File: src/b64sd_pkg.sv
// Shared types, constants and character lookup for the base64 stream decoder.
`default_nettype none
package b64sd_pkg;

   localparam logic [7:0] PAD_CHAR  = 8'h3d;
   localparam logic [7:0] PLUS_CHAR = 8'h2b;
   localparam logic [7:0] SLASH_CHAR = 8'h2f;
   localparam logic [5:0] PLUS_VALUE  = 6'h3e;
   localparam logic [5:0] SLASH_VALUE = 6'h3f;
   localparam logic [5:0] DIGIT_BASE  = 6'h34;
   localparam logic [5:0] LOWER_BASE  = 6'h1a;

   localparam logic [1:0] COUNT_ONE   = 2'd1;
   localparam logic [1:0] COUNT_TWO   = 2'd2;
   localparam logic [1:0] COUNT_THREE = 2'd3;

   typedef struct packed {
      logic       valid;
      logic [5:0] value;
   } sextet_type;

   typedef struct packed {
      logic [7:0] byte_a;
      logic [7:0] byte_b;
      logic [7:0] byte_c;
      logic [1:0] byte_count;
      logic       stream_end;
   } result_type;

   function automatic sextet_type char_value(input logic [7:0] c);
      sextet_type s;
      logic [7:0] d;
      s.valid = 1'b1;
      s.value = '0;
      d = '0;
      if (c inside {[8'h41 : 8'h5a]}) begin
         d = c - 8'h41;
         s.value = d[5:0];
      end else if (c inside {[8'h61 : 8'h7a]}) begin
         d = c - 8'h61;
         s.value = d[5:0] + LOWER_BASE;
      end else if (c inside {[8'h30 : 8'h39]}) begin
         d = c - 8'h30;
         s.value = d[5:0] + DIGIT_BASE;
      end else if (c == PLUS_CHAR) begin
         s.value = PLUS_VALUE;
      end else if (c == SLASH_CHAR) begin
         s.value = SLASH_VALUE;
      end else if (c == PAD_CHAR) begin
         s.value = '0;
      end else begin
         s.valid = 1'b0;
      end
      return s;
   endfunction

endpackage
`default_nettype wire

File: src/b64sd_if.sv
// Request and response channel interfaces of the base64 stream decoder.
`default_nettype none
interface b64sd_req_if;
   logic       valid;
   logic       ready;
   logic [7:0] char_in;
   logic       new_stream;

   modport source (output valid, output char_in, output new_stream, input ready);
   modport sink   (input valid, input char_in, input new_stream, output ready);
endinterface

interface b64sd_rsp_if;
   logic       valid;
   logic       ready;
   logic [7:0] byte_a;
   logic [7:0] byte_b;
   logic [7:0] byte_c;
   logic [1:0] byte_count;
   logic       stream_end;

   modport source (output valid, output byte_a, output byte_b, output byte_c,
                   output byte_count, output stream_end, input ready);
   modport sink   (input valid, input byte_a, input byte_b, input byte_c,
                   input byte_count, input stream_end, output ready);
endinterface
`default_nettype wire

File: src/base64_stream_decoder_top.sv
// Base64 stream decoder top level: request intake, decode core, output and skid registers.
//
// Usage: one character arrives per request on req_chan (char_in, new_stream).
// Characters outside the base64 alphabet are dropped. Every fourth valid
// character completes a group and a response with up to three bytes goes out on
// rsp_chan; a pad character in the third or fourth place closes the stream
// with one or two bytes and stream_end set. Later characters are dropped
// until a request arrives with new_stream set, which starts a fresh group.
// Throughput: one request per cycle while the skid register is empty; the decode is a
// table lookup and shift between the request handshake and the output register.
// A response is registered in the output register, or in the skid register while
// the output register holds a response that has not been taken.
// Reset clears the group and the end flag and empties both response registers.
// Receiver stall: a response waits in the output register while a second one
// can still land in the skid register; req_chan.ready drops only while the
// skid register is occupied.
`default_nettype none
module base64_stream_decoder_top (
   input  wire logic  clock,
   input  wire logic  reset,
   b64sd_req_if.sink   req_chan,
   b64sd_rsp_if.source rsp_chan
);
   import b64sd_pkg::*;

   logic       accept;
   logic       take;
   logic       res_valid;
   result_type res;

   logic       out_valid_ff, out_valid_in;
   result_type out_ff, out_in;
   logic       skid_valid_ff, skid_valid_in;
   result_type skid_ff, skid_in;

   assign req_chan.ready = !skid_valid_ff;
   assign accept = req_chan.valid && req_chan.ready;
   assign take   = out_valid_ff && rsp_chan.ready;

   b64sd_core u_core (
      .clock      (clock),
      .reset      (reset),
      .accept     (accept),
      .char_in    (req_chan.char_in),
      .new_stream (req_chan.new_stream),
      .res_valid  (res_valid),
      .res        (res)
   );

   always_comb begin
      out_valid_in  = out_valid_ff;
      out_in        = out_ff;
      skid_valid_in = skid_valid_ff;
      skid_in       = skid_ff;
      if (take) begin
         out_valid_in  = skid_valid_ff;
         out_in        = skid_ff;
         skid_valid_in = 1'b0;
      end
      // a new response only arrives while the skid register is empty
      if (accept && res_valid) begin
         if (!out_valid_ff || take) begin
            out_valid_in = 1'b1;
            out_in       = res;
         end else begin
            skid_valid_in = 1'b1;
            skid_in       = res;
         end
      end
   end

   always_ff @(posedge clock) begin
      if (reset) begin
         out_valid_ff  <= 1'b0;
         skid_valid_ff <= 1'b0;
      end else begin
         out_valid_ff  <= out_valid_in;
         skid_valid_ff <= skid_valid_in;
      end
      out_ff  <= out_in;
      skid_ff <= skid_in;
   end

   assign rsp_chan.valid      = out_valid_ff;
   assign rsp_chan.byte_a     = out_ff.byte_a;
   assign rsp_chan.byte_b     = out_ff.byte_b;
   assign rsp_chan.byte_c     = out_ff.byte_c;
   assign rsp_chan.byte_count = out_ff.byte_count;
   assign rsp_chan.stream_end = out_ff.stream_end;

endmodule
`default_nettype wire

File: src/b64sd_core.sv
// Group accumulation state and byte assembly for one character per cycle while accept is high.
`default_nettype none
module b64sd_core (
   input  wire logic                  clock,
   input  wire logic                  reset,
   input  wire logic                  accept,
   input  wire logic [7:0]            char_in,
   input  wire logic                  new_stream,
   output logic                       res_valid,
   output b64sd_pkg::result_type      res
);
   import b64sd_pkg::*;

   logic [1:0]  count_ff, count_in;
   logic [17:0] group_ff, group_in;
   logic        ended_ff, ended_in;

   logic [1:0]  cnt;
   logic [17:0] grp;
   logic        ended_now;
   sextet_type  sx;
   logic        pad;
   logic [17:0] shifted;
   logic [23:0] full;

   always_comb begin
      // new_stream clears the group before this character is handled
      cnt       = new_stream ? 2'd0  : count_ff;
      grp       = new_stream ? 18'd0 : group_ff;
      ended_now = new_stream ? 1'b0  : ended_ff;
      sx        = char_value(char_in);
      pad       = (char_in == PAD_CHAR);
      shifted   = {grp[11:0], sx.value};
      full      = {grp, sx.value};

      count_in  = cnt;
      group_in  = grp;
      ended_in  = ended_now;
      res_valid = 1'b0;
      res       = '0;

      if (!ended_now && sx.valid) begin
         case (cnt)
            2'd0, 2'd1: begin
               group_in = shifted;
               count_in = cnt + 2'd1;
            end
            COUNT_TWO: begin
               if (pad) begin
                  res_valid      = 1'b1;
                  res.byte_a     = shifted[17:10];
                  res.byte_count = COUNT_ONE;
                  res.stream_end = 1'b1;
                  group_in       = '0;
                  count_in       = '0;
                  ended_in       = 1'b1;
               end else begin
                  group_in = shifted;
                  count_in = COUNT_THREE;
               end
            end
            default: begin
               res_valid  = 1'b1;
               res.byte_a = full[23:16];
               res.byte_b = full[15:8];
               if (pad) begin
                  res.byte_count = COUNT_TWO;
                  res.stream_end = 1'b1;
                  ended_in       = 1'b1;
               end else begin
                  res.byte_c     = full[7:0];
                  res.byte_count = COUNT_THREE;
               end
               group_in = '0;
               count_in = '0;
            end
         endcase
      end
   end

   always_ff @(posedge clock) begin
      if (reset) begin
         count_ff <= '0;
         group_ff <= '0;
         ended_ff <= 1'b0;
      end else if (accept) begin
         count_ff <= count_in;
         group_ff <= group_in;
         ended_ff <= ended_in;
      end
   end

endmodule
`default_nettype wire

File: src/flat_wrapper.sv
// flat-port wrapper written by rule: the top's interface ports become plain ports
module base64_stream_decoder_top_flat import b64sd_pkg::*;
  (clock, reset, req_chan_valid, req_chan_char_in, req_chan_new_stream, req_chan_ready, rsp_chan_valid, rsp_chan_byte_a, rsp_chan_byte_b, rsp_chan_byte_c, rsp_chan_byte_count, rsp_chan_stream_end, rsp_chan_ready);
  b64sd_req_if req_chan_i ();
  b64sd_rsp_if rsp_chan_i ();
  input  wire logic clock;
  input  wire logic reset;
  input wire logic [$bits(req_chan_i.valid)-1:0] req_chan_valid;
  input wire logic [$bits(req_chan_i.char_in)-1:0] req_chan_char_in;
  input wire logic [$bits(req_chan_i.new_stream)-1:0] req_chan_new_stream;
  output wire logic [$bits(req_chan_i.ready)-1:0] req_chan_ready;
  output wire logic [$bits(rsp_chan_i.valid)-1:0] rsp_chan_valid;
  output wire logic [$bits(rsp_chan_i.byte_a)-1:0] rsp_chan_byte_a;
  output wire logic [$bits(rsp_chan_i.byte_b)-1:0] rsp_chan_byte_b;
  output wire logic [$bits(rsp_chan_i.byte_c)-1:0] rsp_chan_byte_c;
  output wire logic [$bits(rsp_chan_i.byte_count)-1:0] rsp_chan_byte_count;
  output wire logic [$bits(rsp_chan_i.stream_end)-1:0] rsp_chan_stream_end;
  input wire logic [$bits(rsp_chan_i.ready)-1:0] rsp_chan_ready;
  assign req_chan_i.valid = req_chan_valid;
  assign req_chan_i.char_in = req_chan_char_in;
  assign req_chan_i.new_stream = req_chan_new_stream;
  assign req_chan_ready = req_chan_i.ready;
  assign rsp_chan_valid = rsp_chan_i.valid;
  assign rsp_chan_byte_a = rsp_chan_i.byte_a;
  assign rsp_chan_byte_b = rsp_chan_i.byte_b;
  assign rsp_chan_byte_c = rsp_chan_i.byte_c;
  assign rsp_chan_byte_count = rsp_chan_i.byte_count;
  assign rsp_chan_stream_end = rsp_chan_i.stream_end;
  assign rsp_chan_i.ready = rsp_chan_ready;
  base64_stream_decoder_top u_core (.clock(clock), .reset(reset), .req_chan(req_chan_i), .rsp_chan(rsp_chan_i));
endmodule
File: config.mk
export PLATFORM = sky130hd
export DESIGN_NAME = base64_stream_decoder_top_flat
export DESIGN_NICKNAME = d
export VERILOG_FILES = /design/src/b64sd_pkg.sv /design/src/b64sd_if.sv /design/src/base64_stream_decoder_top.sv /design/src/b64sd_core.sv /design/src/flat_wrapper.sv
export SDC_FILE = /design/constraint.sdc
export NUM_CORES = 1
export LEC_CHECK = 0
export BUFFER_PORTS_ARGS = -buffer_cell sky130_fd_sc_hd__buf_2
export CAP_MARGIN = 20
export CORE_MARGIN = 3
export CORE_UTILIZATION = 42
export CTS_BUF_LIST = sky130_fd_sc_hd__clkbuf_16
export DETAILED_ROUTE_END_ITERATION = 7
export SLEW_MARGIN = 20
export SYNTH_ARGS = -nofsm -noshare
export SYNTH_HDL_FRONTEND = slang
export SYNTH_SLANG_ARGS = --single-unit
File: constraint.sdc
create_clock -name clock -period 5.6 [get_ports clock]
set_input_delay 0.28 -clock clock [delete_from_list [all_inputs] [get_ports clock]]
set_output_delay 0.28 -clock clock [all_outputs]
set_load 0.01 [all_outputs]
**Word-level counts from Yosys, hierarchy flattened**

Cells that the tools add are included.

- $add $sub $neg: 6
- Magnitude comparators: 6
- Equality and inequality tests: 5
- Multiplexer cells: 42
- Bitwise logic cells: 1
- Reduce and logical (&&, ||, !) cells: 15

Operators with widths:

| operator | count |
|---|---|
| 27-bit two-way mux | 4 |
| 18-bit two-way mux | 3 |
| 18-bit case mux with 2 select lines | 1 |
| 6-bit two-way mux | 5 |
| 8-bit by 6-bit equality test with 1-bit output, second input constant | 3 |
| 1-bit two-way mux | 18 |
| 8-bit by 7-bit greater-or-equal comparator with 1-bit output, second input constant | 2 |
| 8-bit by 7-bit <= comparator with 1-bit output, second input constant | 2 |
| 16-bit two-way mux | 1 |
| 8-bit two-way mux | 2 |
| 8-bit case mux with 2 select lines | 1 |
| 6-bit subtractor, second input constant | 2 |
| 8-bit by 6-bit greater-or-equal comparator with 1-bit output, second input constant | 1 |
| 8-bit by 6-bit <= comparator with 1-bit output, second input constant | 1 |
| 2-bit two-way mux | 4 |
| 1-bit logical AND | 7 |
| 6-bit by 5-bit adder with 6-bit output, second input constant | 1 |
| 6-bit adder, second input constant | 1 |
| 3-bit case mux with 2 select lines | 1 |
| 6-bit by 1-bit subtractor with 6-bit output, second input constant | 1 |
| 2-bit case mux with 2 select lines | 1 |
| 1-bit logical NOT | 3 |
| 3-bit OR reduction | 1 |
| 2-bit by 1-bit adder with 2-bit output, second input constant | 1 |
| other kinds (8) | 8 |

- Register bits after elaboration: 77
- Bits of input ports: 13
- Output and inout port bits: 29
- Word-level logic and storage cells: 90

**Depth between registers and ports, before layout**

Gate-level depths: netlist of run 1.

- Depth in word-level cells: 11
- Depth in mapped cells: 11
- Gate-level depth less buffers: 9

**Cells and area by module**

A second synthesis of run 1 with hierarchy kept.

- Cell total of the unflattened synthesis: 341
- Area, all modules: 3928.8 um^2

By module, submodules not included:

| module | times used | cells an instance | area each (um^2) | sequential area each (um^2) |
|---|---|---|---|---|
| base64_stream_decoder_top | 1 | 125 | 2125.8 | 1391.3 |
| b64sd_core | 1 | 216 | 1803.0 | 420.4 |

**Worst setup path after synthesis of run 1**

No wires, ideal clock.

- Path type: input -> register
- Start point: in req_chan_char_in[2]
- End point: reg u_core.skid_ff[0] in the netlist's numbering (enable)
- Library setup time: 0.386 ns
- Arrival time: 2.466 ns
- Data required time: 5.214 ns
- Path slack: 2.748 ns
- Stages on the path: 9
- Path buffers: 1
- Path through: inv_1 -> ha_1 -> a21o_1 -> o211a_1 -> a211oi_4 -> a21oi_2 -> nor2_1 -> buf_2 -> and4_1

- Cells in the longest elaborated chain, start to end: 11
- Elaborated cells on any way between the ends: 23
- Classes of those cells: order compare: 6; eq/ne: 3; mux: 8; reduce/logical: 6

RTL lines:

| element | RTL line | source |
|---|---|---|
| from (decl) | flat_wrapper.sv:9 | `input wire logic [$bits(req_chan_i.char_in)-1:0] req_chan_char_in;` |
| 8-bit by 6-bit equality test with 1-bit output | b64sd_pkg.sv:49, b64sd_core.sv:32 |  |
| 1-bit two-way mux | b64sd_pkg.sv:49, b64sd_core.sv:49 |  |
| 1-bit two-way mux | b64sd_pkg.sv:47 | `end else if (c == SLASH_CHAR) begin` |
| 1-bit two-way mux | b64sd_pkg.sv:45 | `end else if (c == PLUS_CHAR) begin` |
| 1-bit two-way mux | b64sd_pkg.sv:42 | `end else if (c inside {[8'h30 : 8'h39]}) begin` |
| 1-bit two-way mux | b64sd_pkg.sv:39 | `end else if (c inside {[8'h61 : 8'h7a]}) begin` |
| 1-bit two-way mux | b64sd_pkg.sv:36 | `if (c inside {[8'h41 : 8'h5a]}) begin` |
| 1-bit logical AND | b64sd_core.sv:42 | `if (!ended_now && sx.valid) begin` |
| 1-bit two-way mux * | b64sd_core.sv:42 |  |
| 1-bit logical AND * | base64_stream_decoder_top.sv:61 | `if (accept && res_valid) begin` |
| 2-bit AND reduction (no source line) * | - |  |
| to (signal assigned) | base64_stream_decoder_top.sv:81 | `skid_ff <= skid_in;` |
| to (decl) | base64_stream_decoder_top.sv:34 | `result_type skid_ff, skid_in;` |

Mark *: on every way between the ends. The rest lies on a longest branch, timed or not.
A chain may end at the register's enable or synchronous reset.

**Worst setup path in the final report of run 1**

- Start point: in req_chan_char_in[2]
- End point: reg u_core.skid_ff[4] in the netlist's numbering (enable)

The elaborated chain is that of the path after synthesis.

==> results of run 1 <==
[how the worst max path moves through the flow]
stage / end / start / slack (ps) / depth (start not counted)
6_report: u_core.skid_ff[4] / req_chan_char_in[2] / 2570 / 10
5_1_grt: u_core.skid_ff[17] / req_chan_char_in[2] / 2300 / 10
4_1_cts: u_core.skid_ff[13] / req_chan_char_in[2] / 2560 / 10
3_5_place_dp: u_core.skid_ff[24] / req_chan_char_in[2] / 2220 / 10
3_3_place_gp: u_core.skid_ff[12] / req_chan_char_in[2] / 2350 / 10
2_1_floorplan: u_core.skid_ff[0] / req_chan_char_in[2] / 2750 / 9
[layout by cell type (no fill, tap or decap), types with 6 or more instances in the layout]
master and instances:
a21o_1 6, buf_2 41, nand2_1 38, nor2b_1 6, nand3_1 13, a22o_1 6
nand2b_1 12, nor2_1 33, mux2i_1 17, a21oi_1 18, inv_1 13, clkbuf_16 10
a211oi_1 16, nor3_1 16, o2bb2ai_1 6, a31oi_1 6, and3_1 9, o21ai_0 27
ha_1 9, edfxtp_1 27, dfxtp_1 50
[metal layers]
metal | global-route usage [%] | vias up | part of all wire (%)
li1 | - | 1553 | -
met1 | 26.8 | 1450 | 48
met2 | 29.9 | 90 | 46
met3 | 4.20 | 10 | 4.6
met4 | 5.62 | 0 | 1.4
met5 | 0 | - | 0
[critical path, delay by kind of cell]
family,cells,cell delay (ps)
compound gates,4,920
fa+ha+maj,1,300
buf+inv,3,640
simple gates,2,870
[sequential cells by signal, indices dropped and copies added (netlist names)]
| register | count |
|---|---|
| u_core.rsp_chan.byte_count | 2 |
| u_core.u_core.ended_ff | 1 |
| u_core.u_core.group_ff | 18 |
| u_core.rsp_chan.byte_b | 8 |
| u_core.u_core.count_ff | 2 |
| u_core.rsp_chan.byte_a | 8 |
| u_core.skid_valid_ff | 1 |
| u_core.rsp_chan.valid | 1 |
| u_core.rsp_chan.stream_end | 1 |
| u_core.rsp_chan.byte_c | 8 |
| u_core.skid_ff | 27 |
[kinds of logic (layout without fill, tap and decap cells)]
family,after synthesis,after routing,share of synthesized area (%)
simple gates,149,149,20.2
compound gates,111,111,20.1
flops,77,77,47.5
buf+inv,35,75,3.84
mux,17,17,4.46
fa+ha+maj,9,9,2.95
xor+xnor,4,4,0.919
[cell type report]
class,count,area (sq um),area share (%)
tap,108,135,3.07
multi-input combinational,290,1860,42.2
clock inverter,6,51.3,1.17
sequential,77,1810,41.2
inverter,13,48.8,1.11
timing repair buffer,46,243,5.52
clock buffer,10,250,5.69
[power by group through the flow]
stage / sequential (mW) / combinational [mW] / clock, mW
after floorplan: 0.592 / 0.0546 / 0
after global placement: 0.593 / 0.0772 / 0
after detailed placement: 0.593 / 0.0769 / 0
after CTS: 0.581 / 0.0775 / 0.589
after global routing: 0.582 / 0.0866 / 0.611
final: 0.581 / 0.0778 / 0.578
[metrics by stage]
step | util (%) | setup WS, ps | cell area (sq um)
6_report | 50.2 | 2570 | 4400
2_1_floorplan | - | 2750 | 3810
5_1_grt | 50.2 | 2300 | 4400
4_1_cts | 50.2 | 2560 | 4400
3_3_place_gp | 46.7 | 2350 | 4090
3_5_place_dp | 46.7 | 2220 | 4090
==> impl_metrics.json, run 1 <==
{
  "cp.arrival_ps": 3020,
  "path_class": "in2reg",
  "ant_nets": 0,
  "power.total_mw": 1.24,
  "start_util_pct": 43.5,
  "syn_inst": 402,
  "syn_avg_cell_area_sq_um": 9.49,
  "num_rows": 34,
  "drc": 0,
  "hold_depth": 3,
  "cts_sinks": 77,
  "power_switching_share_pct": 24.1,
  "nets": 459,
  "clock_latency_ps": 330,
  "synth_edf_count": 27,
  "worstHoldEndpoint": "u_core.skid_valid_ff",
  "hold_violations": 0,
  "r2r-end": "u_core.rsp_chan.byte_c[5]",
  "path_clk_slew_ps": 60,
  "cts-root-buf": "clkbuf_16",
  "cts_tree": "yes",
  "port_buffers": 41,
  "path_max_fanout": 27,
  "area_growth_pct": 15.3,
  "worst-r2r-cell-count": 7,
  "max_slew_margin_pct": 40.8,
  "die-area_sq_mm": 0.0103,
  "p_int_uw": 939,
  "r2r_slack_ps": 2880,
  "p_comb_share_pct": 6.3,
  "numCtsBuffers": 9,
  "routedWlPerCell_microns": 16.8,
  "post_cts_resized": 0,
  "grt_pass1_wl_microns": 15400,
  "hold_start": "req_chan_valid",
  "cts.hold.buffers_added": 0,
  "netlist.area_leader.share_pct": 26.2,
  "ios": 42,
  "seqPwrFrac_pct": 47.0,
  "tightest_slew_ps": 866,
  "timing.hold.ws_ps": 297,
  "yosysTopAreaCell": "dfxtp_1",
  "ys_warn_count": 0,
  "crit_path_cell_trace": "buf_2 -> inv_1 -> ha_1 -> a21o_1 -> o211a_1 -> a211oi_4 -> a21oi_2 -> nor2_1 -> and4_1 -> buf_4",
  "synth_common_cells": "dfxtp_1, nand2_1, nor2_1",
  "n_antenna_cell": 0,
  "fin_skew_ps": 6.32,
  "clkPwrFrac_pct": 46.7,
  "cap_violations": 0,
  "worstPathRequired_ps": 5590,
  "cp-start-kind": "input port",
  "tns_ps": 0,
  "synth.area.top_cells": "dfxtp_1, edfxtp_1, mux2i_1",
  "min_period_over_period_pct": 54.0,
  "yosysMostFrequentCell": "dfxtp_1",
  "rsz0062_at_grt": "no",
  "p_per_area_mw_per_mm2": 281,
  "die_w_microns": 101,
  "ys_seq_elements": 77,
  "seq_area_frac_synth_pct": 47.5,
  "via_count": 3103,
  "synth_area_sq_mm": 0.00381,
  "min_path_type": "in2reg",
  "fp.dieH_microns": 101,
  "viasPerCell": 5.64,
  "grtUsageTotal_pct": 19.2,
  "core-area_sq_mm": 0.00876,
  "fmax_ghz": 0.331,
  "htreeDepth": 3,
  "post_synth_num_cell_types": 52,
  "power_switching_uw": 298,
  "fin_cells": 550,
  "final_max_slew_viol_count": 0,
  "first_global_vias": 3001,
  "synth_nets": 424,
  "antenna_found_initial": 0,
  "grt-ovfl-total": 0,
  "synth_ff_type": "dfxtp_1",
  "cts_buffer_depth": 2,
  "first_pass_iters": 4,
  "cts_setup_buffers": 0,
  "critPathCaptureType": "register",
  "r2r-start": "u_core.u_core.count_ff[0]",
  "n_fill_cell": 832,
  "dp_cells": 534,
  "crit_path_top_delay_cell": "nor2_1",
  "fin_crit_ps": 3030,
  "slowest_delay_ps": 580,
  "place_congestion": 0.848,
  "finalSetupViolCount": 0,
  "dpl.hpwl_microns": 6550,
  "grt_start_max_net_pins": 55,
  "synthArstFlopShare_pct": 0,
  "wl_microns": 9250,
  "p_leak_nw": 1.75,
  "outcome": "finished, final reports clean",
  "dr.first_iter.drc_count": 207,
  "drive_above_1_share_pct": 15.8,
  "irDropWorstVdd_mv": 0.162
}
(Power assumes the default switching activity.)
==> run 2, diff against run 1 <==
==> constraint.sdc (replaced) <==
create_clock -name clock -period 2.8 [get_ports clock]
set_input_delay 0.14 -clock clock [delete_from_list [all_inputs] [get_ports clock]]
set_output_delay 0.14 -clock clock [all_outputs]
set_load 0.01 [all_outputs]
==> impl_metrics.json, run 2 (synthesized netlist as in run 1, its figures left out) <==
{
  "clock_latency_ps": 330,
  "outcome": "finished, final reports clean",
  "largestRegisters": "u_core.skid_ff: 27 flops, u_core.u_core.group_ff: 18 flops",
  "ios": 42,
  "register_area_sq_mm": 0.00181,
  "worst-r2r-cell-count": 6,
  "antenna_found_initial": 0,
  "final_max_slew_viol_count": 0,
  "layout_commonest_cell": "dfxtp_1",
  "cts_buffer_depth": 2,
  "nets": 468,
  "fin_crit_ps": 2400,
  "post-place-ws_ps": 80.7,
  "grtUsageMet1_pct": 26.4,
  "via_count": 3182,
  "cap_violations": 0,
  "regMostFlops": "u_core.skid_ff",
  "n_fill_cell": 843,
  "first_global_vias": 3036,
  "worstPathRequired_ps": 3080,
  "start_util_pct": 43.5,
  "cts_sinks": 77,
  "n_antenna_cell": 0,
  "fin_ws_ps": 403,
  "viasPerCell": 5.69,
  "path_class": "in2reg",
  "wl_microns": 9370,
  "die-area_sq_mm": 0.0103,
  "multi_input_area_sq_mm": 0.00186,
  "core-area_sq_mm": 0.00876,
  "port_buffers": 41,
  "layout_common_cells": "dfxtp_1, buf_2, nand2_1, nor2_1",
  "fp.dieH_microns": 101,
  "top_usage_layer": "met2",
  "min_period_over_period_pct": 85.6,
  "grt_start_max_net_pins": 55,
  "tightest_slew_ps": 732,
  "die_w_microns": 101,
  "htreeDepth": 3,
  "tns_ps": 0,
  "cts-root-buf": "clkbuf_16",
  "post_cts_resized": 0,
  "hold_violations": 0,
  "path_max_fanout": 9,
  "numCtsBuffers": 9,
  "cts_setup_buffers": 0,
  "routedWlPerCell_microns": 16.8,
  "place_congestion": 0.874,
  "grtUsageTotal_pct": 19.0,
  "dpl.hpwl_microns": 6570,
  "critPathCaptureType": "register",
  "grt-ovfl-total": 0,
  "fin_skew_ps": 8.50,
  "dp_cells": 543,
  "ant_nets": 0,
  "largest_register_ffs": 27,
  "fmax_ghz": 0.417,
  "finalSetupViolCount": 0,
  "hold_depth": 3,
  "grt_pass1_wl_microns": 15400,
  "p_leak_nw": 1.79,
  "first_pass_iters": 4,
  "drive_above_1_share_pct": 17.3,
  "cp-start-kind": "input port",
  "cts_tree": "yes",
  "path_clk_slew_ps": 60,
  "max_slew_margin_pct": 51.2,
  "rsz0062_at_grt": "no",
  "num_rows": 34,
  "drc": 0,
  "use_met3_pct": 3.17,
  "fin_cells": 559,
  "power.total_mw": 2.42,
  "p_per_area_mw_per_mm2": 542,
  "cts.hold.buffers_added": 0,
  "area_growth_pct": 17.2,
  "met2_usage_pct": 30.0,
  "irDropWorstVdd_mv": 0.305,
  "cp.arrival_ps": 2670,
  "dr.first_iter.drc_count": 261,
  "min_path_type": "in2reg"
}
[run 2: final cells by class]
| cell class | count | area share (%) |
|---|---|---|
| inverter | 13 | 1.09 |
| sequential | 77 | 40.5 |
| tap | 108 | 3.02 |
| clock inverter | 7 | 1.26 |
| timing repair buffer | 55 | 7.50 |
| multi-input combinational | 290 | 41.5 |
| clock buffer | 9 | 5.04 |
[run 2: worst paths after layout]
path	start	slack [ps]	to
min reg2reg	u_core.u_core.group_ff[15]	480	u_core.u_core.group_ff[15]
max	req_chan_char_in[2]	400	u_core.u_core.group_ff[12]
max reg2reg	u_core.u_core.ended_ff	760	u_core.u_core.group_ff[3]
min	req_chan_valid	130	u_core.skid_valid_ff
[run 2: where the power goes]
group	leakage, nW	switching [mW]	internal, mW
Clock	0.132	0.482	0.612
Sequential	0.590	0.00638	1.16
Combinational	1.07	0.104	0.0590
Total	1.79	0.593	1.83
[run 2: layer usage]
layer  share of wire [%]  routed length (microns)  vias to the layer above
met4                 1.2                      117                        0
met3                 4.2                      394                       11
met1                  48                     4520                     1517
met2                  46                     4340                       78
li1                    -                        -                     1576
met5                   0                        0                        -
[run 2: stage by stage]
step                util [%]  instance area (sq um)  hold slack, ps
floorplan                  -                   3810             219
global placement        47.8                   4190             461
detailed placement      47.8                   4190             468
CTS                     51.0                   4470             122
global route            51.0                   4470             171
finish                  51.0                   4470             127
[run 2: worst max-delay path, cell delays in order]
cell and delay (ps):
buf_2 180, inv_1 120, ha_1 300, a21o_1 230, o211a_1 180, a211oi_4 320, a21oi_2 120, or4_1 750
nor2_8 200, a22o_1 140
==> run 3, diff against run 2 <==
--- a/config.mk
+++ b/config.mk
@@ -5,12 +5,12 @@
 export SDC_FILE = /design/constraint.sdc
 export NUM_CORES = 1
 export LEC_CHECK = 0
-export BUFFER_PORTS_ARGS = -buffer_cell sky130_fd_sc_hd__buf_2
 export CAP_MARGIN = 20
 export CORE_MARGIN = 3
 export CORE_UTILIZATION = 42
 export CTS_BUF_LIST = sky130_fd_sc_hd__clkbuf_16
 export DETAILED_ROUTE_END_ITERATION = 7
+export DONT_BUFFER_PORTS = 1
 export SLEW_MARGIN = 20
 export SYNTH_ARGS = -nofsm -noshare
 export SYNTH_HDL_FRONTEND = slang
==> impl_metrics.json, run 3 (synthesized netlist as in run 1, its figures left out) <==
{
  "cap_violations": 0,
  "largest_register_ffs": 27,
  "fin_skew_ps": 7.46,
  "fin_crit_ps": 2390,
  "final_max_slew_viol_count": 0,
  "hold_violations": 0,
  "cts-root-buf": "clkbuf_16",
  "tns_ps": 0,
  "path_clk_slew_ps": 70,
  "place_congestion": 0.874,
  "post-place-ws_ps": 191,
  "fin_cells": 517,
  "first_pass_iters": 5,
  "n_fill_cell": 818,
  "tightest_slew_ps": 854,
  "fin_util_pct": 48.6,
  "max_slew_margin_pct": 42.6,
  "via_count": 3076,
  "dp_cells": 499,
  "grtUsageMet1_pct": 26.2,
  "multi_input_area_sq_mm": 0.00186,
  "routedWlPerCell_microns": 18.1,
  "outcome": "finished, final reports clean",
  "numCtsBuffers": 9,
  "post_cts_resized": 0,
  "ios": 42,
  "cp.arrival_ps": 2590,
  "cts_buffer_depth": 2,
  "wl_microns": 9330,
  "die_w_microns": 101,
  "dpl.hpwl_microns": 6360,
  "p_per_area_mw_per_mm2": 571,
  "drive_above_1_share_pct": 8.56,
  "cts_sinks": 77,
  "area_growth_pct": 11.6,
  "grt_pass1_wl_microns": 15600,
  "clock_latency_ps": 340,
  "met2_usage_pct": 30.4,
  "fp.dieH_microns": 101,
  "ant_nets": 0,
  "min_period_over_period_pct": 85.3,
  "start_util_pct": 43.5,
  "n_antenna_cell": 0,
  "drc": 0,
  "cts_tree": "yes",
  "regMostFlops": "u_core.skid_ff",
  "slowest_delay_ps": 820,
  "largestRegisters": "u_core.skid_ff: 27 flops, u_core.u_core.group_ff: 18 flops",
  "top_usage_layer": "met2",
  "p_leak_nw": 1.58,
  "htreeDepth": 3,
  "fin_ws_ps": 413,
  "dr.first_iter.drc_count": 269,
  "cp-start-kind": "register",
  "grtUsageTotal_pct": 19.5,
  "path_max_fanout": 13,
  "num_rows": 34,
  "critPathCaptureType": "register",
  "nets": 426,
  "worstPathRequired_ps": 3000,
  "core-area_sq_mm": 0.00876,
  "layout_commonest_cell": "dfxtp_1",
  "register_area_sq_mm": 0.00181,
  "crit_path_cell_trace": "nor2b_1 -> nand3b_1 -> nor3_1 -> and2_1",
  "crit_path_top_delay_cell": "nor3_1",
  "first_global_vias": 3007,
  "viasPerCell": 5.95,
  "die-area_sq_mm": 0.0103,
  "grt-ovfl-total": 0,
  "min_path_type": "in2reg",
  "rsz0062_at_grt": "no",
  "port_buffers": 0,
  "finalSetupViolCount": 0,
  "path_class": "reg2reg",
  "grt_start_max_net_pins": 55,
  "antenna_found_initial": 0,
  "power.total_mw": 2.43,
  "use_met3_pct": 4.41,
  "layout_common_cells": "dfxtp_1, nand2_1, nor2_1, o21ai_0, edfxtp_1",
  "fmax_ghz": 0.419,
  "irDropWorstVdd_mv": 0.239
}
[run 3: cell types whose count changed in the layout (fill, tap and decap cells not counted), sizes merged]
cell,delta
buf,-44
dlygate4sd3,+2
clkinv,+1
clkinvlp,-1
[run 3: final timing paths]
check                                             endpoint  cells after the start  slack [ps]                        from
worst max-delay path                     u_core.skid_ff[3]                      4         410   u_core.u_core.count_ff[0]
worst min-delay path                  u_core.skid_valid_ff                      2          10              req_chan_valid
worst max register to register           u_core.skid_ff[3]                      4         410   u_core.u_core.count_ff[0]
worst min register to register  u_core.u_core.group_ff[15]                      1         480  u_core.u_core.group_ff[15]
[run 3: area by class of cell]
| class | instances | area share [%] |
|---|---|---|
| sequential | 77 | 42.6 |
| clock buffer | 9 | 5.29 |
| multi-input combinational | 290 | 43.6 |
| tap | 108 | 3.17 |
| inverter | 13 | 1.15 |
| timing repair buffer | 13 | 2.70 |
| clock inverter | 7 | 1.53 |
[run 3: what timing repair did]
action / CTS / global route
hold endpoints to repair: 11 / 0
hold buffers: 2 / 0
setup buffers: 0 / 0
[run 3: metal layers]
| layer | wire, microns | vias to the layer above | part of all wire (%) |
|---|---|---|---|
| li1 | - | 1485 | - |
| met4 | 133 | 0 | 1.4 |
| met5 | 0 | - | 0 |
| met1 | 4240 | 1448 | 45 |
| met3 | 674 | 20 | 7.2 |
| met2 | 4280 | 123 | 46 |
[run 3: stage by stage]
stage               instance area (sq um)  hold WS, ps
floorplan                            3810          219
global route                         4260         16.9
detailed placement                   3950          215
CTS                                  4260         5.11
global placement                     3950          213
finish                               4260         11.6
[run 3: worst max-delay path, delay by kind of cell (launching register included)]
kind / cells / cell delay (ps)
and+or+nand+nor: 4 / 1650
DFF: 1 / 590
[run 3: power breakdown]
group / internal, mW / switching [mW] / leakage [nW] / total (mW)
clock network: 0.622 / 0.507 / 0.140 / 1.13
registers: 1.16 / 0.00656 / 0.590 / 1.16
logic: 0.0539 / 0.0852 / 0.852 / 0.139
